==> src/rtl/sac_pkg.sv <==
// Shared types and constants for the set-associative LRU cache model.
package sac_pkg;

   // Geometry. NUM_SETS and NUM_WAYS are powers of two.
   localparam int NUM_SETS    = 16;
   localparam int NUM_WAYS    = 4;
   localparam int SET_W       = $clog2(NUM_SETS);
   localparam int WAY_W       = $clog2(NUM_WAYS);
   localparam int RANK_W      = $clog2(NUM_WAYS);
   localparam int WCNT_W      = $clog2(NUM_WAYS + 1);
   localparam int ADDR_W      = 64;
   localparam int TAG_W       = 64;
   localparam int CNT_W       = 32;

   // Request queue between front and back.
   localparam int QUEUE_DEPTH = 2;
   localparam int QPTR_W      = $clog2(QUEUE_DEPTH);
   localparam int QCNT_W      = $clog2(QUEUE_DEPTH + 1);

   // Configuration port.
   localparam int CSR_IDX_W   = 2;
   localparam int CSR_DATA_W  = 6;

   typedef enum logic [CSR_IDX_W-1:0] {
      CSR_SET_INDEX_BITS = 2'd0,
      CSR_OFFSET_BITS    = 2'd1,
      CSR_WAYS_IN_USE    = 2'd2,
      CSR_UNUSED         = 2'd3
   } csr_index_type;

   typedef enum logic [1:0] {
      OP_LOAD   = 2'd0,
      OP_STORE  = 2'd1,
      OP_MODIFY = 2'd2,
      OP_IFETCH = 2'd3
   } opcode_type;

   // Classified request as it sits in the queue.
   typedef struct packed {
      logic                lookup;
      logic                modify;
      logic [SET_W-1:0]    set_idx;
      logic [TAG_W-1:0]    tag;
      logic [NUM_WAYS-1:0] way_en;
   } req_type;

   // Result as produced by the back end.
   typedef struct packed {
      logic             valid;
      logic [1:0]       hit_count;
      logic             missed;
      logic             evicted;
      logic [CNT_W-1:0] total_hits;
      logic [CNT_W-1:0] total_misses;
      logic [CNT_W-1:0] total_evictions;
   } rsp_type;

endpackage

==> src/rtl/sac_queue.sv <==
// Short request queue between the front end and the back end.
module sac_queue (
   input  logic             clock,
   input  logic             reset,
   input  logic             push,
   input  sac_pkg::req_type push_item,
   output logic             full,
   input  logic             pop,
   output sac_pkg::req_type pop_item,
   output logic             not_empty
);

   sac_pkg::req_type                   entry_ff [sac_pkg::QUEUE_DEPTH];
   logic [sac_pkg::QPTR_W-1:0]         wr_ptr_ff, wr_ptr_in;
   logic [sac_pkg::QPTR_W-1:0]         rd_ptr_ff, rd_ptr_in;
   logic [sac_pkg::QCNT_W-1:0]         count_ff, count_in;

   assign full      = (count_ff == sac_pkg::QCNT_W'(sac_pkg::QUEUE_DEPTH));
   assign not_empty = (count_ff != '0);
   assign pop_item  = entry_ff[rd_ptr_ff];

   always_comb begin
      wr_ptr_in = wr_ptr_ff;
      rd_ptr_in = rd_ptr_ff;
      count_in  = count_ff;
      if (push) begin
         wr_ptr_in = (32'(wr_ptr_ff) == sac_pkg::QUEUE_DEPTH - 1) ? '0
                     : wr_ptr_ff + sac_pkg::QPTR_W'(1);
      end
      if (pop) begin
         rd_ptr_in = (32'(rd_ptr_ff) == sac_pkg::QUEUE_DEPTH - 1) ? '0
                     : rd_ptr_ff + sac_pkg::QPTR_W'(1);
      end
      if (push && !pop) begin
         count_in = count_ff + sac_pkg::QCNT_W'(1);
      end else if (pop && !push) begin
         count_in = count_ff - sac_pkg::QCNT_W'(1);
      end
   end

   always_ff @(posedge clock) begin
      if (reset) begin
         wr_ptr_ff <= '0;
         rd_ptr_ff <= '0;
         count_ff  <= '0;
      end else begin
         wr_ptr_ff <= wr_ptr_in;
         rd_ptr_ff <= rd_ptr_in;
         count_ff  <= count_in;
      end
   end

   always_ff @(posedge clock) begin
      if (push) begin
         entry_ff[wr_ptr_ff] <= push_item;
      end
   end

endmodule

==> config.mk <==
export PLATFORM = sky130hd
export DESIGN_NAME = sac_queue
export DESIGN_NICKNAME = d
export VERILOG_FILES = /design/src/rtl/sac_pkg.sv /design/src/rtl/sac_queue.sv
export SDC_FILE = /design/constraint.sdc
export NUM_CORES = 1
export LEC_CHECK = 0
export BUFFER_PORTS_ARGS = -buffer_cell sky130_fd_sc_hd__buf_2
export CELL_PAD_IN_SITES_DETAIL_PLACEMENT = 0
export CELL_PAD_IN_SITES_GLOBAL_PLACEMENT = 1
export CORE_AREA = 2 2 112 114
export CTS_BUF_LIST = sky130_fd_sc_hd__clkbuf_8
export CTS_CLUSTER_SIZE = 28
export DETAILED_ROUTE_END_ITERATION = 10
export DIE_AREA = 0 0 114 116
export PLACE_DENSITY_LB_ADDON = 0.3
export REMOVE_ABC_BUFFERS = 1
export SLEW_MARGIN = 20
export SYNTH_ARGS = -nofsm -noshare
export SYNTH_HDL_FRONTEND = slang
export SYNTH_SLANG_ARGS = --single-unit
==> constraint.sdc <==
create_clock -name clock -period 7.6 [get_ports clock]
set_clock_uncertainty 0.05 [all_clocks]
set_input_delay 0.38 -clock clock [delete_from_list [all_inputs] [get_ports clock]]
set_output_delay 0.38 -clock clock [all_outputs]
set_load 0.02 [all_outputs]
==> impl_metrics.yaml <==
synth:
  synth.top_cell.area_share_pct: 79.82
  synthCells: 252
  synth_area_sq_um: 5568
  synth_warnings: 0
  synth_compound_area_share_pct: 0.1798
  synth.distinct_cells: 18
  synth_xor_area_share_pct: 0.6292
  synth-seq-area-share_pct: 81.62
  synth_area_leader_cell: "edfxtp_1"
  synth_mux_area_share_pct: 14.97
  avgSynthCellArea_sq_um: 22.09
  synth_seq_cells: 153
  synth_top_family_by_area: "multiplexers"
  synth_fa_ha_area_share_pct: 0.2247
  synth-simple-area-share_pct: 0.8764
  synth.area.top_cells: "edfxtp_1 80%, mux2_2 15%, dfxtp_1 1.8%"
route:
  dr.max_layer_used: "met4"
  wl_met2_microns: 4692
  first_pass_iters: 6
  wl_per_cell_microns: 16.37
  met1_length_microns: 3910
  vias: 2795
  drt_iter0_drc: 155
  route.met3.wl_microns: 660
  wl_microns: 9413
  ant_nets: 0
  vias_per_cell: 4.861
  drc: 0
finish:
  final_cells: 575
  final-seq-area_sq_um: 4548
  nFillCells: 940
  design_area_sq_um: 6745
  area_growth_pct: 21.15
  post-route-util_pct: 56.63
  multi_input_area_sq_um: 949.7
  drive_above_1_share_pct: 59.11
  antenna_cells: 0
  final_nets: 496
run:
  drv_cap: 0
status:
  status: "completed"
worst_setup_path:
  worstSetupPathType: "flip-flop to output pin"
  cp_slowest_cell: "dfxtp_4"
  crit_chain: "mux2_2 > buf_2"
  cp-end-kind: "output pin"
  required_ns: 7.17
  cp.arrival_ns: 2.06
  worstPathMaxFanout: 74
  path_buf_inv: 1
  crit_family: "flip-flops"
  critPathLaunchType: "flip-flop"
  crit_path_max_incr_delay_ns: 1.00
cts:
  clock_path_buffers: 2
  root_buffer: "clkbuf_8"
  htreeDepth: 4
  cts_buffers: 17
  clock-sinks: 153
  cts_setup_buffers: 0
  ctsResizeCount: 0
  hold_buffers: 0
  cts_tree: "built"
  clk_pin_slew_ns: 0.07
  clk_latency_ns: 0.43
sta:
  period_share_pct: 32.74
  relSlewSlack_pct: 30.27
  period_needed_ns: 2.488
  whs_ns: 0.08530
  rsz0062_at_grt: "false"
  setup-tns-final_ns: 0
  worst_slew_pin_slew_ns: 1.046
  timing.final.max_slew_violations: 0
  fmax_mhz: 401.9
  finalHoldViolations: 0
  setup-violations-final: 0
floorplanning:
  row_count: 40
  fp.dieH_microns: 116
  die_area_sq_um: 13220
  start_util_pct: 46.74
  pin_count: 154
  die_w_microns: 114
  coreArea_sq_um: 11910
power_and_ir_drop:
  leakagePower_nw: 2.550
  cellPowerDensity_nw_per_um2: 251.0
  ir_worst_vdd_v: 0.0001978
place:
  place.gp.congestion: 0.6927
  port_buffers: 153
  dp.cells: 545
  placed_area_sq_um: 6459
  dp_hpwl_microns: 5847
worst_hold_path:
  hold_path.class: "input pin to flip-flop"
global_route:
  grt_max_degree: 75
  track_usage_pct: 14.19
  grt_overflow: 0
  antenna_found_initial: 1
  grt_pass1_vias: 2823
  grt_pass1_wl_microns: 13570
-- cell type report --
class | instances | area share (%)
clock buffer | 17 | 3.469
sequential | 153 | 67.43
clock inverter | 13 | 0.7791
inverter | 1 | 0.05565
timing repair buffer | 154 | 11.46
tap | 147 | 2.727
multi-input combinational | 90 | 14.08
-- cells in the final DEF (no fill, tap or decap), types with 2 or more instances in the layout --
cell and n:
nor2_1 4, inv_1 7, edfxtp_1 148, xor2_1 2, dfxtp_1 4, xnor2_1 2
clkbuf_8 17, buf_2 153, clkinv_2 3, mux2_2 74, clkinv_1 4
-- worst paths after layout --
path,from,endpoint,slack (ns),cells past startpoint
worst min-delay path,push_item[20],entry_ff[0][20],0.09,1
worst min register to register,count_ff[1],count_ff[1],0.46,2
worst max register to register,wr_ptr_ff,entry_ff[0][62],5.41,2
worst max-delay path,flip-flop,pop_item[63],5.11,2
-- logic make-up (layout without fill, tap and decap cells) --
logic type,after synthesis,in the layout
flip-flops,153,153
multiplexers,74,74
AND/OR/NAND/NOR,9,9
buffers and inverters,9,185
XOR/XNOR,4,4
AO/OA/AOI/OAI,2,2
adder cells (fa/ha/maj),1,1
-- metrics by stage --
stage | power, mW | setup WS, ns
finish | 1.693 | 5.112
floorplan | 1.164 | 3.413
global route | 1.765 | 4.965
global placement | 1.244 | 5.197
detailed placement | 1.251 | 5.170
CTS | 1.717 | 5.032
-- per-layer routing --
metal / track usage [%] / vias to the layer above
met2: 22.90 / 96
met4: 7.073 / 0
met5: 0 / -
met1: 16.37 / 1365
met3: 6.067 / 14
li1: - / 1320
-- state kept, by name, indices dropped and copies added, names as in the netlist, named ones only --
signal / count
entry_ff: 148
count_ff: 2
rd_ptr_ff: 1
wr_ptr_ff: 1
-- power by group --
part	switching, mW	internal, mW	leakage, nW	total [mW]
Clock	0.259	0.208	0.172	0.466
Combinational	0.124	0.0929	0.947	0.217
Sequential	0.0265	0.984	1.43	1.01
-- cell usage after synthesis --
library cell,count
inv_1,1
buf_2,1
a21oi_1,1
nor2b_1,1
ha_1,1
xnor2_1,2
mux2_2,74
or2_2,1
or3_1,1
edfxtp_1,148
buf_6,6
dfxtp_1,5
and2b_2,1
buf_4,1
nor2_1,4
o21ai_0,1
xor2_1,2
and2_1,1
No activity file was read; power rests on OpenSTA's default activity.
