===== src/rtl/sac_pkg.sv =====
// Shared types and constants for the set-associative LRU cache model.
package sac_pkg;

   // Geometry. NUM_SETS and NUM_WAYS are powers of two.
   localparam int NUM_SETS    = 16;
   localparam int NUM_WAYS    = 4;
   localparam int SET_W       = $clog2(NUM_SETS);
   localparam int WAY_W       = $clog2(NUM_WAYS);
   localparam int RANK_W      = $clog2(NUM_WAYS);
   localparam int WCNT_W      = $clog2(NUM_WAYS + 1);
   localparam int ADDR_W      = 64;
   localparam int TAG_W       = 64;
   localparam int CNT_W       = 32;

   // Request queue between front and back.
   localparam int QUEUE_DEPTH = 2;
   localparam int QPTR_W      = $clog2(QUEUE_DEPTH);
   localparam int QCNT_W      = $clog2(QUEUE_DEPTH + 1);

   // Configuration port.
   localparam int CSR_IDX_W   = 2;
   localparam int CSR_DATA_W  = 6;

   typedef enum logic [CSR_IDX_W-1:0] {
      CSR_SET_INDEX_BITS = 2'd0,
      CSR_OFFSET_BITS    = 2'd1,
      CSR_WAYS_IN_USE    = 2'd2,
      CSR_UNUSED         = 2'd3
   } csr_index_type;

   typedef enum logic [1:0] {
      OP_LOAD   = 2'd0,
      OP_STORE  = 2'd1,
      OP_MODIFY = 2'd2,
      OP_IFETCH = 2'd3
   } opcode_type;

   // Classified request as it sits in the queue.
   typedef struct packed {
      logic                lookup;
      logic                modify;
      logic [SET_W-1:0]    set_idx;
      logic [TAG_W-1:0]    tag;
      logic [NUM_WAYS-1:0] way_en;
   } req_type;

   // Result as produced by the back end.
   typedef struct packed {
      logic             valid;
      logic [1:0]       hit_count;
      logic             missed;
      logic             evicted;
      logic [CNT_W-1:0] total_hits;
      logic [CNT_W-1:0] total_misses;
      logic [CNT_W-1:0] total_evictions;
   } rsp_type;

endpackage


===== src/rtl/sac_back.sv =====
// Back end: tag lookup, LRU update, fill/evict and running totals.
module sac_back (
   input  logic             clock,
   input  logic             reset,
   input  logic             q_not_empty,
   input  sac_pkg::req_type q_item,
   output logic             pop,
   output sac_pkg::rsp_type rsp
);

   typedef enum logic {S_IDLE, S_EXEC} state_type;

   typedef logic [sac_pkg::NUM_WAYS-1:0][sac_pkg::TAG_W-1:0]  tag_row_type;
   typedef logic [sac_pkg::NUM_WAYS-1:0][sac_pkg::RANK_W-1:0] rank_row_type;

   state_type                    state_ff, state_in;
   sac_pkg::req_type             cur_ff;

   tag_row_type                  tag_mem [sac_pkg::NUM_SETS];
   tag_row_type                  tag_row_ff, tag_row_in;
   logic                         tag_we;

   logic [sac_pkg::NUM_WAYS-1:0] valid_ff [sac_pkg::NUM_SETS];
   rank_row_type                 rank_ff [sac_pkg::NUM_SETS];
   logic [sac_pkg::NUM_WAYS-1:0] valid_row_in;
   rank_row_type                 rank_row_in;

   logic [sac_pkg::CNT_W-1:0]    hit_total_ff, hit_total_in;
   logic [sac_pkg::CNT_W-1:0]    miss_total_ff, miss_total_in;
   logic [sac_pkg::CNT_W-1:0]    evict_total_ff, evict_total_in;
   logic                         rsp_valid_ff;
   logic [1:0]                   rsp_hits_ff, rsp_hits_in;
   logic                         rsp_missed_ff, rsp_missed_in;
   logic                         rsp_evicted_ff, rsp_evicted_in;

   logic [sac_pkg::NUM_WAYS-1:0] row_valid;
   rank_row_type                 row_rank;
   logic                         found, has_empty;
   logic [sac_pkg::WAY_W-1:0]    hit_way, empty_way, lru_way, pos;
   logic [sac_pkg::RANK_W-1:0]   worst, old_rank;
   logic [sac_pkg::CNT_W:0]      hit_sum;

   assign pop = (state_ff == S_IDLE) && q_not_empty;

   always_comb begin
      row_valid = valid_ff[cur_ff.set_idx];
      row_rank  = rank_ff[cur_ff.set_idx];

      // Lowest matching way wins on duplicate tags.
      found   = 1'b0;
      hit_way = '0;
      for (int w = sac_pkg::NUM_WAYS - 1; w >= 0; w--) begin
         if (cur_ff.way_en[w] && row_valid[w] && (tag_row_ff[w] == cur_ff.tag)) begin
            found   = 1'b1;
            hit_way = sac_pkg::WAY_W'(w);
         end
      end

      // Highest empty way in use.
      has_empty = 1'b0;
      empty_way = '0;
      for (int w = 0; w < sac_pkg::NUM_WAYS; w++) begin
         if (cur_ff.way_en[w] && !row_valid[w]) begin
            has_empty = 1'b1;
            empty_way = sac_pkg::WAY_W'(w);
         end
      end

      // Oldest way in use; way 0 is always in use.
      worst   = '0;
      lru_way = '0;
      for (int w = 0; w < sac_pkg::NUM_WAYS; w++) begin
         if ((w == 0) || (cur_ff.way_en[w] && (row_rank[w] > worst))) begin
            worst   = row_rank[w];
            lru_way = sac_pkg::WAY_W'(w);
         end
      end

      pos = found ? hit_way : (has_empty ? empty_way : lru_way);

      // Move pos to most recent; the ways ahead of it age by one.
      old_rank    = row_rank[pos];
      rank_row_in = row_rank;
      for (int w = 0; w < sac_pkg::NUM_WAYS; w++) begin
         if (row_rank[w] < old_rank) begin
            rank_row_in[w] = row_rank[w] + sac_pkg::RANK_W'(1);
         end
      end
      rank_row_in[pos] = '0;

      valid_row_in      = row_valid;
      valid_row_in[pos] = 1'b1;

      tag_row_in      = tag_row_ff;
      tag_row_in[pos] = cur_ff.tag;
      tag_we          = (state_ff == S_EXEC) && cur_ff.lookup && !found;

      rsp_missed_in  = cur_ff.lookup && !found;
      rsp_evicted_in = rsp_missed_in && !has_empty;
      rsp_hits_in    = {1'b0, cur_ff.lookup && found} + {1'b0, cur_ff.modify};

      hit_sum        = {1'b0, hit_total_ff} + (sac_pkg::CNT_W + 1)'(rsp_hits_in);
      hit_total_in   = hit_sum[sac_pkg::CNT_W] ? '1 : hit_sum[sac_pkg::CNT_W-1:0];
      miss_total_in  = (rsp_missed_in && (miss_total_ff != '1))
                       ? miss_total_ff + sac_pkg::CNT_W'(1) : miss_total_ff;
      evict_total_in = (rsp_evicted_in && (evict_total_ff != '1))
                       ? evict_total_ff + sac_pkg::CNT_W'(1) : evict_total_ff;

      case (state_ff)
         S_IDLE:  state_in = q_not_empty ? S_EXEC : S_IDLE;
         S_EXEC:  state_in = S_IDLE;
         default: state_in = S_IDLE;
      endcase
   end

   always_ff @(posedge clock) begin
      if (reset) begin
         state_ff       <= S_IDLE;
         rsp_valid_ff   <= 1'b0;
         hit_total_ff   <= '0;
         miss_total_ff  <= '0;
         evict_total_ff <= '0;
         for (int s = 0; s < sac_pkg::NUM_SETS; s++) begin
            valid_ff[s] <= '0;
            for (int w = 0; w < sac_pkg::NUM_WAYS; w++) begin
               rank_ff[s][w] <= sac_pkg::RANK_W'(w);
            end
         end
      end else begin
         state_ff     <= state_in;
         rsp_valid_ff <= (state_ff == S_EXEC);
         if (pop) begin
            cur_ff <= q_item;
         end
         if (state_ff == S_EXEC) begin
            rsp_hits_ff    <= rsp_hits_in;
            rsp_missed_ff  <= rsp_missed_in;
            rsp_evicted_ff <= rsp_evicted_in;
            hit_total_ff   <= hit_total_in;
            miss_total_ff  <= miss_total_in;
            evict_total_ff <= evict_total_in;
            if (cur_ff.lookup) begin
               valid_ff[cur_ff.set_idx] <= valid_row_in;
               rank_ff[cur_ff.set_idx]  <= rank_row_in;
            end
         end
      end
   end

   // Tag store: one row per set, read on pop, written back on a fill.
   always_ff @(posedge clock) begin
      if (pop) begin
         tag_row_ff <= tag_mem[q_item.set_idx];
      end
      if (tag_we) begin
         tag_mem[cur_ff.set_idx] <= tag_row_in;
      end
   end

   assign rsp.valid           = rsp_valid_ff;
   assign rsp.hit_count       = rsp_hits_ff;
   assign rsp.missed          = rsp_missed_ff;
   assign rsp.evicted         = rsp_evicted_ff;
   assign rsp.total_hits      = hit_total_ff;
   assign rsp.total_misses    = miss_total_ff;
   assign rsp.total_evictions = evict_total_ff;

   a_rsp_after_exec: assert property (@(posedge clock) disable iff (reset)
      rsp_valid_ff |-> $past(state_ff == S_EXEC))
      else $error("result strobe without a preceding execute cycle");

   a_evict_is_miss: assert property (@(posedge clock) disable iff (reset)
      (rsp_valid_ff && rsp_evicted_ff) |-> rsp_missed_ff)
      else $error("eviction reported without a miss");

   a_miss_counted: assert property (@(posedge clock) disable iff (reset)
      (rsp_valid_ff && rsp_missed_ff) |-> (miss_total_ff != '0))
      else $error("miss reported but miss total is zero");

   a_hits_monotonic: assert property (@(posedge clock) disable iff (reset)
      1'b1 |=> (hit_total_ff >= $past(hit_total_ff)))
      else $error("hit total decreased");

endmodule

===== config.mk =====
export PLATFORM = sky130hd
export DESIGN_NAME = sac_back
export DESIGN_NICKNAME = d
export VERILOG_FILES = /design/src/rtl/sac_pkg.sv /design/src/rtl/sac_back.sv
export SDC_FILE = /design/constraint.sdc
export NUM_CORES = 2
export LEC_CHECK = 0
export BUFFER_PORTS_ARGS = -buffer_cell sky130_fd_sc_hd__buf_2
export CORE_ASPECT_RATIO = 2
export CORE_MARGIN = 4
export CORE_UTILIZATION = 30
export DETAILED_ROUTE_END_ITERATION = 16
export PLACE_DENSITY = 0.43
export REMOVE_ABC_BUFFERS = 1
export SLEW_MARGIN = 10
export SYNTH_ARGS = -nofsm -noshare
export SYNTH_HDL_FRONTEND = slang
export SYNTH_MEMORY_MAX_BITS = 65536
export SYNTH_SLANG_ARGS = --single-unit

===== constraint.sdc =====
create_clock -name clock -period 36 [get_ports clock]
set_input_delay 1.8 -clock clock [delete_from_list [all_inputs] [get_ports clock]]
set_output_delay 1.8 -clock clock [all_outputs]
set_load 0.1 [all_outputs]

==> reports/metrics.csv <==
stage,metric,value,unit
placement,io_buffers,178,
min_path,hold_depth,2,
layout,area_growth,14.2,%
clock_tree,cts_hold_buf,0,
routing,via_per_inst,5.00,
timing,period_needed,8.79,ns
clock_tree,htree_num_levels,5,
layout,ff_latch_area,0.141,mm2
synthesis,synth-main-ff-cell,edfxtp_1,
clock_tree,clk_path_buf_depth,5,
synthesis,yosysSeqAreaShare,76.6,%
layout,num-fill-cells,57000,
synthesis,synth_top_area_share,75.5,%
timing,fmax,114,MHz
routing,drt_iter0_markers,6648,
layout,drive_above_1_share,29.8,%
placement,gp_congestion,0.796,
layout,finalNetCount,8757,
timing,finalSetupViolCount,0,
floorplanning,dieArea,0.626,mm2
clock_tree,cts_resized,0,
run,cap_violations,0,
placement,hpwl,316,mm
floorplanning,core_area,0.611,mm2
layout,fin_area,0.210,mm2
timing,finalSetupTns,0,ns
timing,grt_setup_unrepaired,no,
floorplanning,rows,406,
routing,num_vias,85900,
timing,drv_slew,0,
clock_tree,cts_made_buffers,448,
placement,dpl-instance-area,0.196,mm2
timing,fin_crit_sh,24.4,%
critical_path,crit_arrival,9.49,ns
timing,relSlewSlack,18.1,%
timing,hold_viol_final,0,
run_status,status,completed,
critical_path,critPathRequiredTime,36.70,ns
synthesis,synth_cell_types,68,
timing,hold_slack,0.509,ns
routing,drc,0,
critical_path,critPathLaunchType,flop,
floorplanning,start_util,30.1,%
synthesis,synth-edff-count,4622,
critical_path,worstSetupEndpointType,flop,
clock_tree,clk_latency,1.04,ns
timing,skew,0.0662,ns
routing,first_pass_iters,7,
synthesis,synth_warnings,0,
layout,fin_cells,17200,
floorplanning,die_h,1.11,mm
floorplanning,die_width,561,um
synthesis,syn-mean-instance-area,22.4,um2
routing,final_antenna_net_count,0,
placement,dpl.cell_count,16400,
critical_path,critPathKind,reg -> reg,
power,ir_worst_vdd,0.0389,mV
synthesis,ys_ff_latch,4724,
routing,wirelength,563,mm
synthesis,yosysTopAreaCell,edfxtp_1,
grt,grt_max_degree,99,
synthesis,yosys-top-cells-area,"edfxtp_1, mux4_2, mux2_2",
grt,grt.total_usage,17.7,%
clock_tree,clkSinkCount,4724,
timing,tightest_slew,1.23,ns
clock_tree,cts_tree,built,
routing,wire_per_inst,32.7,um
grt,grt_pass1_vias,93800,
clock_tree,clk_pin_slew_worst_paths,0.07,ns
clock_tree,cts_setup_buffers,0,
critical_path,r2r_cells,23,
grt,antenna_found_initial,30,
min_path,hp-class,reg -> reg,
grt,grt_pass1_wl,778,mm
power,total_leakage_power,64.4,nW
clock_tree,clockRootBuffer,clkbuf_16,
synthesis,synth_area,0.184,mm2
power,power_density,56.9,mW/mm2
synthesis,synthCells,8207,
synthesis,synthArstFlopShare,0,%
grt,grt_overflow,0,
floorplanning,pin_count,179,
layout,multiInputGateArea,0.0411,mm2
critical_path,cp_max_fo,39,
==> critical path: stages, from the launching register on <==
cell and delay [ns]:
dfxtp_2 0.47, buf_4 0.67, mux4_2 0.64, mux4_2 0.58, ha_1 0.34, nor2b_1 0.14, o211ai_1 0.31, mux2i_1 0.33
ha_1 0.31, nor2b_1 0.16, o211ai_1 0.30, mux2_2 0.38, ha_1 0.29, nand2_1 0.09, o211ai_1 0.12, o21ai_0 0.14
a21boi_0 0.13, o21bai_1 0.19, o21bai_2 0.14, a21oi_2 0.39, and2b_4 0.75, buf_4 0.86, nand2_1 0.11, o21ai_1 0.57
==> synthesized netlist by cell type (4+ instances only) <==
cell type  count
a211o_1        5
a211oi_1      54
a21oi_1       86
and2_1         9
and3_1        25
and4_1         8
buf_1        106
buf_2         70
buf_4         13
buf_6          6
clkbuf_1     272
dfxtp_1      102
edfxtp_1    4622
ha_1          15
inv_1         48
mux2_2       242
mux2i_1       80
mux4_1         6
mux4_2      1273
nand2_1      180
nand2b_1      40
nand3_1       50
nand4_1       72
nor2_1       210
nor2b_1       83
nor3_1        43
nor3b_1       17
nor4_1        35
o2111ai_1      8
o211ai_1       4
o21ai_0       52
o221ai_1       6
or2_2         10
or3_1         12
xnor2_1      169
xor2_1       125
==> cell usage in the layout (no fill, tap or decap), types with 10 or more instances in the layout <==
master / synthesis / layout
bufinv_16: 0 / 41
nand3_1: 50 / 50
clkinvlp_4: 0 / 21
nor4_2: 0 / 12
xnor2_2: 0 / 10
buf_12: 2 / 24
nor2_4: 0 / 12
mux2i_1: 80 / 80
clkinv_1: 0 / 99
inv_1: 48 / 48
nand4_1: 72 / 72
clkbuf_1: 272 / 85
clkinv_2: 0 / 79
nor2_1: 210 / 198
edfxtp_1: 4622 / 4622
buf_4: 13 / 273
nor4_1: 35 / 23
nand2b_1: 40 / 40
clkbuf_16: 0 / 453
or3_1: 12 / 12
xor2_1: 125 / 119
inv_6: 0 / 10
nand2_1: 180 / 179
ha_1: 15 / 15
mux4_2: 1273 / 1273
dfxtp_1: 102 / 100
nor2b_1: 83 / 81
o21ai_1: 2 / 11
buf_2: 70 / 173
nor3_1: 43 / 39
o21ai_0: 52 / 43
nor3b_1: 17 / 17
a21oi_1: 86 / 85
mux2_2: 242 / 242
and3_1: 25 / 25
xnor2_1: 169 / 159
diode_2: 0 / 10
a211oi_1: 54 / 54
==> metal layers <==
metal	GRT usage, %	wire length [um]	vias up
li1	-	-	35200
met1	21.2	219000	48200
met2	33.4	309000	1877
met3	1.84	18100	653
met4	5.23	16400	10
met5	0	73	-
==> state kept, by name, summed over array words and instances (netlist names), named ones only <==
signal          flops
rank_ff           128
hit_total_ff       32
miss_total_ff      32
rsp_valid_ff        1
rsp_missed_ff       1
rsp_evicted_ff      1
state_ff            1
valid_ff           64
cur_ff             74
tag_mem          4096
evict_total_ff     32
tag_row_ff        256
rsp_hits_ff         2
==> cell families (layout without fill, tap and decap cells) <==
family | after synthesis | count (layout) | synth area share [%]
AND/OR/NAND/NOR | 804 | 804 | 2.18
other | 0 | 10 | 0
flip-flops | 4724 | 4724 | 76.6
adder cells (fa/ha/maj) | 16 | 16 | 0.113
multiplexers | 1603 | 1603 | 17.6
buffers and inverters | 517 | 1326 | 1.17
AO/OA/AOI/OAI | 249 | 249 | 0.886
XOR/XNOR | 294 | 294 | 1.40
==> power by group <==
group	leakage (nW)	switching, mW	internal (mW)
clock network	6.85	2.10	2.60
registers	42.6	0.0396	6.30
logic	14.9	0.623	0.280
==> per-stage QoR <==
stage / power, mW / setup slack [ns] / utilization [%]
final: 11.9 / 27.21 / 34.4
after global routing: 12.4 / 26.60 / 34.4
after CTS: 12.1 / 26.99 / 34.4
after detailed placement: 7.39 / 26.96 / 32.1
after global placement: 7.36 / 26.58 / 32.1
after floorplan: 6.94 / 14.12 / -
==> layout make-up <==
cell class	count	share of cell area (%)
Tap cell	8160	4.86
Sequential cell	4724	67.1
Clock inverter	263	1.14
Inverter	48	0.0858
Timing Repair Buffer	476	1.66
Antenna cell	10	0.0119
Clock buffer	539	5.56
Multi-Input combinational cell	2966	19.6
==> worst paths after layout <==
| check | end | slack [ns] | start |
|---|---|---|---|
| setup / recovery | tag_mem[2][69] | 27.21 | flop |
| hold / removal | hit_total_ff[0] | 0.51 | hit_total_ff[0] |
| setup reg to reg | tag_mem[2][69] | 27.21 | flop |
| hold reg to reg | hit_total_ff[0] | 0.51 | hit_total_ff[0] |
(Power assumes the default switching activity.)
