### src/rtl/sac_pkg.sv
// Shared types and constants for the set-associative LRU cache model.
package sac_pkg;

   // Geometry. NUM_SETS and NUM_WAYS are powers of two.
   localparam int NUM_SETS    = 16;
   localparam int NUM_WAYS    = 4;
   localparam int SET_W       = $clog2(NUM_SETS);
   localparam int WAY_W       = $clog2(NUM_WAYS);
   localparam int RANK_W      = $clog2(NUM_WAYS);
   localparam int WCNT_W      = $clog2(NUM_WAYS + 1);
   localparam int ADDR_W      = 64;
   localparam int TAG_W       = 64;
   localparam int CNT_W       = 32;

   // Request queue between front and back.
   localparam int QUEUE_DEPTH = 2;
   localparam int QPTR_W      = $clog2(QUEUE_DEPTH);
   localparam int QCNT_W      = $clog2(QUEUE_DEPTH + 1);

   // Configuration port.
   localparam int CSR_IDX_W   = 2;
   localparam int CSR_DATA_W  = 6;

   typedef enum logic [CSR_IDX_W-1:0] {
      CSR_SET_INDEX_BITS = 2'd0,
      CSR_OFFSET_BITS    = 2'd1,
      CSR_WAYS_IN_USE    = 2'd2,
      CSR_UNUSED         = 2'd3
   } csr_index_type;

   typedef enum logic [1:0] {
      OP_LOAD   = 2'd0,
      OP_STORE  = 2'd1,
      OP_MODIFY = 2'd2,
      OP_IFETCH = 2'd3
   } opcode_type;

   // Classified request as it sits in the queue.
   typedef struct packed {
      logic                lookup;
      logic                modify;
      logic [SET_W-1:0]    set_idx;
      logic [TAG_W-1:0]    tag;
      logic [NUM_WAYS-1:0] way_en;
   } req_type;

   // Result as produced by the back end.
   typedef struct packed {
      logic             valid;
      logic [1:0]       hit_count;
      logic             missed;
      logic             evicted;
      logic [CNT_W-1:0] total_hits;
      logic [CNT_W-1:0] total_misses;
      logic [CNT_W-1:0] total_evictions;
   } rsp_type;

endpackage

### src/rtl/sac_front.sv
// Front end: configuration registers, request accept and address split.
module sac_front (
   input  logic                             clock,
   input  logic                             reset,
   input  logic                             start,
   output logic                             busy,
   input  logic [1:0]                       req_opcode,
   input  logic [sac_pkg::ADDR_W-1:0]       req_address,
   input  logic                             csr_valid,
   output logic                             csr_ready,
   input  logic [sac_pkg::CSR_IDX_W-1:0]    csr_index,
   input  logic [sac_pkg::CSR_DATA_W-1:0]   csr_data,
   input  logic                             q_full,
   output logic                             push,
   output sac_pkg::req_type                 push_item
);

   logic [2:0]                  set_bits_ff;
   logic [5:0]                  offset_bits_ff;
   logic [2:0]                  ways_ff;

   logic [sac_pkg::ADDR_W-1:0]  above;
   logic [6:0]                  tag_shift;
   logic [sac_pkg::SET_W-1:0]   set_mask;
   logic [sac_pkg::WCNT_W-1:0]  eff_ways;
   logic                        is_lookup;

   assign csr_ready = 1'b1;
   assign busy      = q_full;
   assign push      = start && !q_full;

   always_ff @(posedge clock) begin
      if (reset) begin
         set_bits_ff    <= 3'd4;
         offset_bits_ff <= 6'd4;
         ways_ff        <= 3'd4;
      end else if (csr_valid && csr_ready) begin
         case (sac_pkg::csr_index_type'(csr_index))
            sac_pkg::CSR_SET_INDEX_BITS: set_bits_ff    <= csr_data[2:0];
            sac_pkg::CSR_OFFSET_BITS:    offset_bits_ff <= csr_data[5:0];
            sac_pkg::CSR_WAYS_IN_USE:    ways_ff        <= csr_data[2:0];
            default: ;
         endcase
      end
   end

   // Offset, set and tag fields; a tag shift of 64 or more leaves no tag.
   always_comb begin
      above     = req_address >> offset_bits_ff;
      tag_shift = {1'b0, offset_bits_ff} + {4'b0, set_bits_ff};
      for (int i = 0; i < sac_pkg::SET_W; i++) begin
         set_mask[i] = (32'(set_bits_ff) > i);
      end
      if (ways_ff == 3'd0) begin
         eff_ways = sac_pkg::WCNT_W'(1);
      end else if (32'(ways_ff) > sac_pkg::NUM_WAYS) begin
         eff_ways = sac_pkg::WCNT_W'(sac_pkg::NUM_WAYS);
      end else begin
         eff_ways = sac_pkg::WCNT_W'(ways_ff);
      end
      is_lookup = (sac_pkg::opcode_type'(req_opcode) != sac_pkg::OP_IFETCH);

      push_item.lookup  = is_lookup;
      push_item.modify  = (sac_pkg::opcode_type'(req_opcode) == sac_pkg::OP_MODIFY);
      push_item.set_idx = above[sac_pkg::SET_W-1:0] & set_mask;
      push_item.tag     = tag_shift[6] ? '0 : (req_address >> tag_shift[5:0]);
      for (int w = 0; w < sac_pkg::NUM_WAYS; w++) begin
         push_item.way_en[w] = (32'(eff_ways) > w);
      end
   end

endmodule

### config.mk
export PLATFORM = sky130hd
export DESIGN_NAME = sac_front
export DESIGN_NICKNAME = d
export VERILOG_FILES = /design/src/rtl/sac_pkg.sv /design/src/rtl/sac_front.sv
export SDC_FILE = /design/constraint.sdc
export NUM_CORES = 1
export LEC_CHECK = 0
export ABC_AREA = 1
export BUFFER_PORTS_ARGS = -buffer_cell sky130_fd_sc_hd__buf_2
export CORE_MARGIN = 1
export CORE_UTILIZATION = 44
export DETAILED_ROUTE_END_ITERATION = 8
export PLACE_DENSITY = 0.77
export SKIP_LAST_GASP = 1
export SLEW_MARGIN = 15
export SYNTH_ARGS = -nofsm -noshare
export SYNTH_HDL_FRONTEND = slang
export SYNTH_SLANG_ARGS = --single-unit
### constraint.sdc
create_clock -name clock -period 7.5 [get_ports clock]
set_input_delay 1.5 -clock clock [delete_from_list [all_inputs] [get_ports clock]]
set_output_delay 1.5 -clock clock [all_outputs]
set_load 0.02 [all_outputs]
==> results of run 1 <==
==> worst max-delay path, delay by kind of cell, from the launching register on <==
kind	cells	cell delay, ps
adders and majority gates	2	690
buffers and inverters	5	1230
DFF	1	330
and+or+nand+nor	9	1020
==> cell families after synthesis <==
kind of cell,after synthesis
fa+ha+maj,4
other cells,1
compound gates,106
flops,12
buf+inv,177
simple gates,1220
mux,2
==> cells in the mapped netlist (2+ instances only) <==
cell	number	share of area [%]
nand2_1	648	35
nand3_1	447	33
nor2_1	109	6.0
buf_2	58	4.2
inv_1	55	3.0
o21ai_0	51	3.7
a21oi_1	36	2.6
clkbuf_1	33	1.8
buf_4	14	1.5
dfxtp_1	12	3.5
o211ai_1	12	1.3
buf_1	7	0.38
inv_2	6	0.33
clkinv_1	4	0.22
nand2_2	4	0.36
ha_1	3	0.55
nor3_1	3	0.22
a31oi_1	2	0.18
and2_1	2	0.18
mux2i_1	2	0.29
nor2_4	2	0.33
o21bai_1	2	0.22
or2_2	2	0.18
==> metrics by stage <==
step                      std cells  hold WS, ps  utilization, %  setup WS [ps]  total power, W
after CTS                      1767        462.0           49.38           2525        0.001217
after detailed placement       1764        451.6           48.89           2781        0.001120
after global placement         1764        451.3           48.89           2822        0.001115
final                          1767        457.0           49.38           2468        0.001240
after floorplan                1523        424.7               -           3353       0.0008345
after global routing           1767        474.6           49.38           2175        0.001356
==> power by group through the flow <==
stage / clock network, W / registers (W) / logic (W)
2_1_floorplan: 0 / 0.0000702 / 0.000764
3_3_place_gp: 0 / 0.0000735 / 0.00104
3_5_place_dp: 0 / 0.0000737 / 0.00105
4_1_cts: 0.0000945 / 0.0000727 / 0.00105
5_1_grt: 0.0000974 / 0.0000733 / 0.00119
6_report: 0.0000934 / 0.0000730 / 0.00107
==> sequential cells by signal (all words and copies together) (netlist names) <==
name            count
offset_bits_ff      6
ways_ff             3
set_bits_ff         3
==> how the worst min path moves through the flow <==
stage,slack [ps],from,end,cells after the start
floorplan,420,ways_ff[0],ways_ff[0],2
global placement,450,ways_ff[0],ways_ff[0],2
detailed placement,450,ways_ff[0],ways_ff[0],2
CTS,460,ways_ff[0],ways_ff[0],2
global route,470,ways_ff[0],ways_ff[0],2
finish,460,ways_ff[0],ways_ff[0],2
==> layout make-up <==
type	count	area, µm²	share of cell area (%)
clock buffer	3	75.07	1.000
inverter	65	244.0	3.250
multi-input combinational	1334	5856	78.00
sequential	12	241.5	3.217
tap	188	235.2	3.133
timing repair buffer	165	855.8	11.40
==> routing by layer <==
layer  up-vias  GRT usage [%]  wire (µm)
met5         -              0          0
met4         0          16.53       1575
met3       154          3.518       2753
met2       681          53.17      11990
met1      4564          41.53      10410
li1       5107              -          -
==> impl_metrics.env, run 1 <==
export IMPL_synth_cell_types=31
export IMPL_cts_max_level=1
export IMPL_post_cts_buffers=0
export IMPL_r2r_setup_slack_ps=5640
export IMPL_worst_ep_required_time_ps=6000
export IMPL_place_gp_congestion=0.9917
export IMPL_synthArstFlopShare_pct=0
export IMPL_run_status="completed"
export IMPL_critPathMaxStageDelay_ps=530
export IMPL_rows=45
export IMPL_hold_viol_final=0
export IMPL_cp_max_fo=66
export IMPL_rsz0062_at_grt="no"
export IMPL_synthAdderAreaFrac_pct=0.8373
export IMPL_antenna_found_initial=0
export IMPL_diodes=0
export IMPL_yosys_warnings=0
export IMPL_path_cells="ha_2, inv_1, fa_2, buf_4, clkinv_1, buf_4, nand3_1, nand3_1, nand2_1, nand2_1, nand2_1, nand2_1, nand2_1, nand2_1, nor2_1, buf_2"
export IMPL_die_h_um=127.0
export IMPL_setup_tns_ps=0
export IMPL_routed_wl_um=26730
export IMPL_fillers=1752
export IMPL_detail_route_antenna_nets=0
export IMPL_num_vias=10506
export IMPL_cts_root_buf="clkbuf_16"
export IMPL_p_per_area_nw_per_um2=165.2
export IMPL_finClkSkew_ps=0
export IMPL_syn_inst=1522
export IMPL_cp_end_kind="output port"
export IMPL_wl_per_cell_um=15.13
export IMPL_swShare_pct=63.43
export IMPL_synth_seq_area_share_pct=3.495
export IMPL_layout_cells_most_common="nand2_1"
export IMPL_critical_path_slowest_cell="buf_4"
export IMPL_setup_viol=0
export IMPL_dr_pass1_iters=6
export IMPL_intPower_w=0.0004534
export IMPL_synth_xor_area_share_pct=0
export IMPL_die_area_um2=16130
export IMPL_cts_tree="done"
export IMPL_syn_cell_area_um2=6874
export IMPL_grt_pass1_wl_um=43020
export IMPL_die_w_um=127.0
export IMPL_comb_power_share_pct=86.6
export IMPL_report_final_slew_viol_count=0
export IMPL_cellLeakagePower_nw=4.210
export IMPL_hp_class="register to register"
export IMPL_worstPathArrival_ps=3530
export IMPL_worstSetupEndpoint="push_item[23]"
export IMPL_synth_ff_type="dfxtp_1"
export IMPL_design_area_um2=7507
export IMPL_vias_per_cell=5.946
export IMPL_nNetsFinal=1664
export IMPL_mostFrequentLayoutCells="nand2_1, nand3_1, buf_2"
export IMPL_fmax_mhz=198.7
export IMPL_p_sw_w=0.0007864
export IMPL_post_route_period_util_pct=67.09
export IMPL_cts_resized=0
export IMPL_avgSynthCellArea_um2=4.516
export IMPL_seq_power_share_pct=5.9
export IMPL_r2r_end="offset_bits_ff[0]"
export IMPL_rr_worst_depth=3
export IMPL_grt_overflow=0
export IMPL_synth_edf_count=0
export IMPL_io_buffers=153
export IMPL_cts_buffers=3
export IMPL_cts_sinks=12
export IMPL_peakVddDrop_uv=148.1
export IMPL_drive_gt1_share_pct=11.97
export IMPL_cts_max_path_buffers=2
export IMPL_postCtsHoldBufs=0
export IMPL_detail_route_drc_violations=0
export IMPL_dp_hpwl_um=20120
export IMPL_criticalPathCategory="register to output port"
export IMPL_cp_start_kind="register"
export IMPL_core_area_um2=15200
export IMPL_clockPowerShare_pct=7.5
export IMPL_grt_max_degree=89
export IMPL_cp_common_cell="nand2_1"
export IMPL_insertion_delay_ps=230
export IMPL_clkSlewWorstSetupHoldPaths_ps=40
export IMPL_syn_to_final_growth_pct=9.210
export IMPL_maxCapViolCount=0
export IMPL_drt_initial_drc_count=1571
export IMPL_worstSetupStartpoint="set_bits_ff[0]"
export IMPL_synth_simple_gate_area_share_pct=75.46
export IMPL_relSlewSlack_pct=33.72
export IMPL_synth_compound_area_share_pct=8.373
export IMPL_synth_seq_cells=12
export IMPL_num_io_pins=156
export IMPL_worst_slew_pin_slew_ps=992.7
export IMPL_grt_pass1_vias=9149
export IMPL_layout_min_cycle_time_ps=5032
export IMPL_reg2reg_from="offset_bits_ff[0]"
export IMPL_synth_top_family_by_area="simple AND/OR/NAND/NOR gates"
export IMPL_synthMuxAreaShare_pct=0.2912
export IMPL_placed_area_um2=7432
export IMPL_grt_usage_pct=32.22
export IMPL_initial_core_util_pct=45.22
Note: power is estimated with default switching activity, not from simulation.
==> run 2: changes to the inputs <==
PLACE_DENSITY = 0.8   (was 0.77)
clock period = 4.5 ns   (was 7.5 ns; I/O delays follow)
==> impl_metrics.env, run 2 (synthesized netlist as in run 1, its figures left out) <==
export IMPL_grt_overflow=0
export IMPL_path_delay_family="simple AND/OR/NAND/NOR gates"
export IMPL_insertion_delay_ps=240
export IMPL_layout_cells_most_common="nand2_1"
export IMPL_final_core_util_pct=49.79
export IMPL_fillers=1732
export IMPL_hold_viol_final=0
export IMPL_cp_end_kind="output port"
export IMPL_rows=45
export IMPL_cts_max_path_buffers=2
export IMPL_grt_max_degree=89
export IMPL_cp_common_cell="nand3_1"
export IMPL_hold_start="ways_ff[0]"
export IMPL_relSlewSlack_pct=39.94
export IMPL_drt_initial_drc_count=1487
export IMPL_cts_max_level=1
export IMPL_mostFrequentLayoutCells="nand2_1, nand3_1, buf_2"
export IMPL_top_regs="offset_bits_ff x6, set_bits_ff x3, ways_ff x3"
export IMPL_cellLeakagePower_nw=4.248
export IMPL_cts_sinks=12
export IMPL_p_per_area_nw_per_um2=277.6
export IMPL_die_h_um=127.0
export IMPL_wl_per_cell_um=15.37
export IMPL_clkSlewWorstSetupHoldPaths_ps=40
export IMPL_io_buffers=153
export IMPL_drive_gt1_share_pct=12.36
export IMPL_place_ws_ps=718.2
export IMPL_initial_core_util_pct=45.22
export IMPL_rsz0062_at_grt="no"
export IMPL_place_gp_congestion=1.007
export IMPL_cts_buffers=3
export IMPL_cp_start_kind="register"
export IMPL_cp_max_fo=65
export IMPL_wl_met1_um=11120
export IMPL_antenna_found_initial=0
export IMPL_peakVddDrop_uv=238.4
export IMPL_largest_reg_flops=6
export IMPL_fmax_mhz=242.4
export IMPL_num_io_pins=156
export IMPL_setup_tns_ps=0
export IMPL_post_cts_buffers=0
export IMPL_post_route_period_util_pct=91.69
export IMPL_grt_usage_pct=32.10
export IMPL_setup_viol=0
export IMPL_report_final_slew_viol_count=0
export IMPL_num_vias=10397
export IMPL_critPathBufInv=3
export IMPL_path_cells="clkinv_1, fa_2, buf_4, nand3_1, nand3_1, nand3_1, nand2_1, nand2_1, nand3_1, nand2_1, buf_2"
export IMPL_critPathMaxStageDelay_ps=580
export IMPL_worstPathArrival_ps=3230
export IMPL_worst_ep_required_time_ps=3600
export IMPL_dr_wl_met2_um=12560
export IMPL_critical_path_slowest_cell="fa_2"
export IMPL_cts_root_buf="clkbuf_16"
export IMPL_nNetsFinal=1670
export IMPL_vias_per_cell=5.857
export IMPL_run_status="completed"
export IMPL_core_area_um2=15200
export IMPL_hp_class="register to register"
export IMPL_syn_to_final_growth_pct=10.10
export IMPL_layout_min_cycle_time_ps=4126
export IMPL_top_register="offset_bits_ff"
export IMPL_setup_slack_ps=373.7
export IMPL_cts_tree="done"
export IMPL_maxCapViolCount=0
export IMPL_criticalPathCategory="register to output port"
export IMPL_die_area_um2=16130
export IMPL_grt_pass1_wl_um=42550
export IMPL_finClkSkew_ps=0
export IMPL_die_w_um=127.0
export IMPL_worst_slew_pin_slew_ps=900.8
export IMPL_postCtsHoldBufs=0
export IMPL_worstSetupStartpoint="offset_bits_ff[1]"
export IMPL_detail_route_antenna_nets=0
export IMPL_dr_pass1_iters=6
export IMPL_cts_resized=0
export IMPL_detail_route_drc_violations=0
export IMPL_reg2reg_from="offset_bits_ff[0]"
export IMPL_dp_hpwl_um=20840
export IMPL_routed_top_layer="met4"
export IMPL_routed_wl_um=27290
export IMPL_grt_pass1_vias=8987
export IMPL_wl_met3_um=2461
-- run 2: metrics by stage --
step	power, W	instance area, µm²	std cells	hold slack, ps
finish	0.002101	7569	1775	446.1
global route	0.002286	7566	1774	470.4
CTS	0.002067	7566	1774	449.7
detailed placement	0.001881	7477	1770	440.9
global placement	0.001875	7477	1770	443.5
floorplan	0.001391	6878	1523	424.7
-- run 2: routing by layer --
| metal | vias up | track usage (%) |
|---|---|---|
| li1 | 5127 | - |
| met1 | 4537 | 41.26 |
| met2 | 621 | 55.40 |
| met3 | 112 | 2.303 |
| met4 | 0 | 13.52 |
| met5 | - | 0 |
-- run 2: cell type report --
type	count	area, µm²	area share (%)
multi-input combinational	1334	5856	77.37
timing repair buffer	171	900.9	11.90
antenna	1	2.502	0.03306
tap	188	235.2	3.108
inverter	65	244.0	3.224
sequential	12	241.5	3.191
clock buffer	4	88.84	1.174
-- run 2: worst paths after layout --
kind                            slack [ps]                 to  depth (start not counted)
worst min register to register         450         ways_ff[0]                          2
worst max register to register        2640  offset_bits_ff[0]                          3
worst max-delay path                   370      push_item[11]                         11
worst min-delay path                   450         ways_ff[0]                          2
-- run 2: report_power, final --
| group | internal (W) | switching [W] | total [W] |
|---|---|---|---|
| clock network | 0.000134 | 0.0000451 | 0.000179 |
| logic | 0.000532 | 0.00127 | 0.00180 |
| registers | 0.000112 | 0.00000644 | 0.000119 |
-- run 2: worst register-to-register path, stage by stage, from the launching register on --
cell	delay, ps
dfxtp_2	320
buf_4	610
inv_2	590
a21oi_1	260
==> run 3: changes to the inputs <==
BUFFER_PORTS_ARGS = unset   (was -buffer_cell sky130_fd_sc_hd__buf_2)
DONT_BUFFER_PORTS = 1   (was unset)
PLACE_DENSITY = 0.71   (was 0.8)
==> impl_metrics.env, run 3 (synthesized netlist as in run 1, its figures left out) <==
export IMPL_cellLeakagePower_nw=3.822
export IMPL_clkSlewWorstSetupHoldPaths_ps=50
export IMPL_postCtsHoldBufs=0
export IMPL_fmax_mhz=241.9
export IMPL_grt_pass1_wl_um=41510
export IMPL_run_status="completed"
export IMPL_hp_class="register to register"
export IMPL_cts_sinks=12
export IMPL_hold_slack_ps=446.5
export IMPL_maxCapViolCount=0
export IMPL_die_h_um=127.0
export IMPL_drive_gt1_share_pct=5.635
export IMPL_finClkSkew_ps=0
export IMPL_cts_max_level=1
export IMPL_initial_core_util_pct=45.22
export IMPL_diodes=0
export IMPL_setup_tns_ps=0
export IMPL_rows=45
export IMPL_routed_wl_um=26200
export IMPL_detail_route_antenna_nets=0
export IMPL_cts_resized=0
export IMPL_cts_tree="done"
export IMPL_syn_to_final_growth_pct=3.295
export IMPL_mostFrequentLayoutCells="nand2_1, nand3_1, nor2_1"
export IMPL_grt_max_degree=89
export IMPL_peakVddDrop_uv=154.7
export IMPL_top_register="offset_bits_ff"
export IMPL_p_per_area_nw_per_um2=283.9
export IMPL_top_regs="offset_bits_ff x6, set_bits_ff x3, ways_ff x3"
export IMPL_die_w_um=127.0
export IMPL_place_gp_congestion=0.9969
export IMPL_grt_pass1_vias=8598
export IMPL_design_area_um2=7101
export IMPL_num_vias=10166
export IMPL_cp_end_kind="output port"
export IMPL_post_route_period_util_pct=91.87
export IMPL_cts_max_path_buffers=2
export IMPL_rsz0062_at_grt="no"
export IMPL_dr_pass1_iters=8
export IMPL_relSlewSlack_pct=40.30
export IMPL_fillers=1754
export IMPL_worst_slew_pin_slew_ps=894.2
export IMPL_report_final_slew_viol_count=0
export IMPL_hold_viol_final=0
export IMPL_cts_root_buf="clkbuf_16"
export IMPL_setup_viol=0
export IMPL_placed_area_um2=7012
export IMPL_num_io_pins=156
export IMPL_dp_hpwl_um=19980
export IMPL_grt_usage_pct=31.40
export IMPL_layout_cells_most_common="nand2_1"
export IMPL_cp_start_kind="register"
export IMPL_criticalPathCategory="register to output port"
export IMPL_cp_max_fo=44
export IMPL_detail_route_drc_violations=0
export IMPL_layout_min_cycle_time_ps=4134
export IMPL_drt_initial_drc_count=1340
export IMPL_grt_overflow=0
export IMPL_cts_buffers=3
export IMPL_io_buffers=0
export IMPL_worstPathArrival_ps=3230
export IMPL_antenna_found_initial=0
export IMPL_die_area_um2=16130
export IMPL_wl_per_cell_um=15.78
export IMPL_insertion_delay_ps=240
export IMPL_rr_worst_depth=3
export IMPL_nNetsFinal=1557
export IMPL_hold_path_depth=2
export IMPL_largest_reg_flops=6
export IMPL_core_area_um2=15200
export IMPL_vias_per_cell=6.120
export IMPL_worst_ep_required_time_ps=3600
export IMPL_post_cts_buffers=0
-- run 3: cell count changes in the layout (fill, tap and decap cells not counted), sizes merged --
cell,change
buf,-113
diode,-1
-- run 3: worst max-delay path, cell delays in order (launching register included) --
cell and delay (ps):
dfxtp_1 340, ha_2 180, inv_1 50, fa_2 540
clkinv_1 360, buf_4 430, nand3_1 210, nand3_1 90
nand2_1 150, nand2_1 80, nand2_1 100, nand2_1 60
nand2_1 90, nor2_1 60, nor2_1 90, buf_4 140
-- run 3: final timing paths --
path                                        start                end  slack (ps)
worst max-delay path               set_bits_ff[0]      push_item[25]         370
worst min-delay path                   ways_ff[0]         ways_ff[0]         450
worst min register to register         ways_ff[0]         ways_ff[0]         450
worst max register to register  offset_bits_ff[0]  offset_bits_ff[0]        2680
-- run 3: area by class of cell --
class / instances / area [µm²] / share of cell area [%]
Multi-Input combinational cell: 1334 / 5856 / 82.47
Inverter: 65 / 244.0 / 3.436
Sequential cell: 12 / 241.5 / 3.401
Timing Repair Buffer: 58 / 435.4 / 6.132
Tap cell: 188 / 235.2 / 3.313
Clock buffer: 4 / 88.84 / 1.251
-- run 3: metrics by stage --
step | utilization [%] | setup slack (ps) | power [W] | cells
6_report | 46.71 | 365.6 | 0.002016 | 1661
5_1_grt | 46.71 | 133.7 | 0.002199 | 1661
4_1_cts | 46.71 | 429.9 | 0.001986 | 1661
3_5_place_dp | 46.12 | 693.7 | 0.001798 | 1657
3_3_place_gp | 46.12 | 725.5 | 0.001784 | 1657
2_1_floorplan | - | 953.4 | 0.001391 | 1523
-- run 3: report_power, final --
group	leakage, nW	switching [W]	total (W)	internal, W
registers	0.0988	0.00000650	0.000119	0.000112
clock network	0.0442	0.0000465	0.000181	0.000134
logic	3.68	0.00121	0.00172	0.000507
-- run 3: layer usage --
metal	part of all wire, %	track usage (%)	wire length [µm]	vias up
met5	0	0	0	-
met4	6.1	17.16	1586	0
met3	11	7.831	2935	149
met2	45	50.71	11690	614
met1	38	38.29	9991	4505
li1	-	-	-	4898
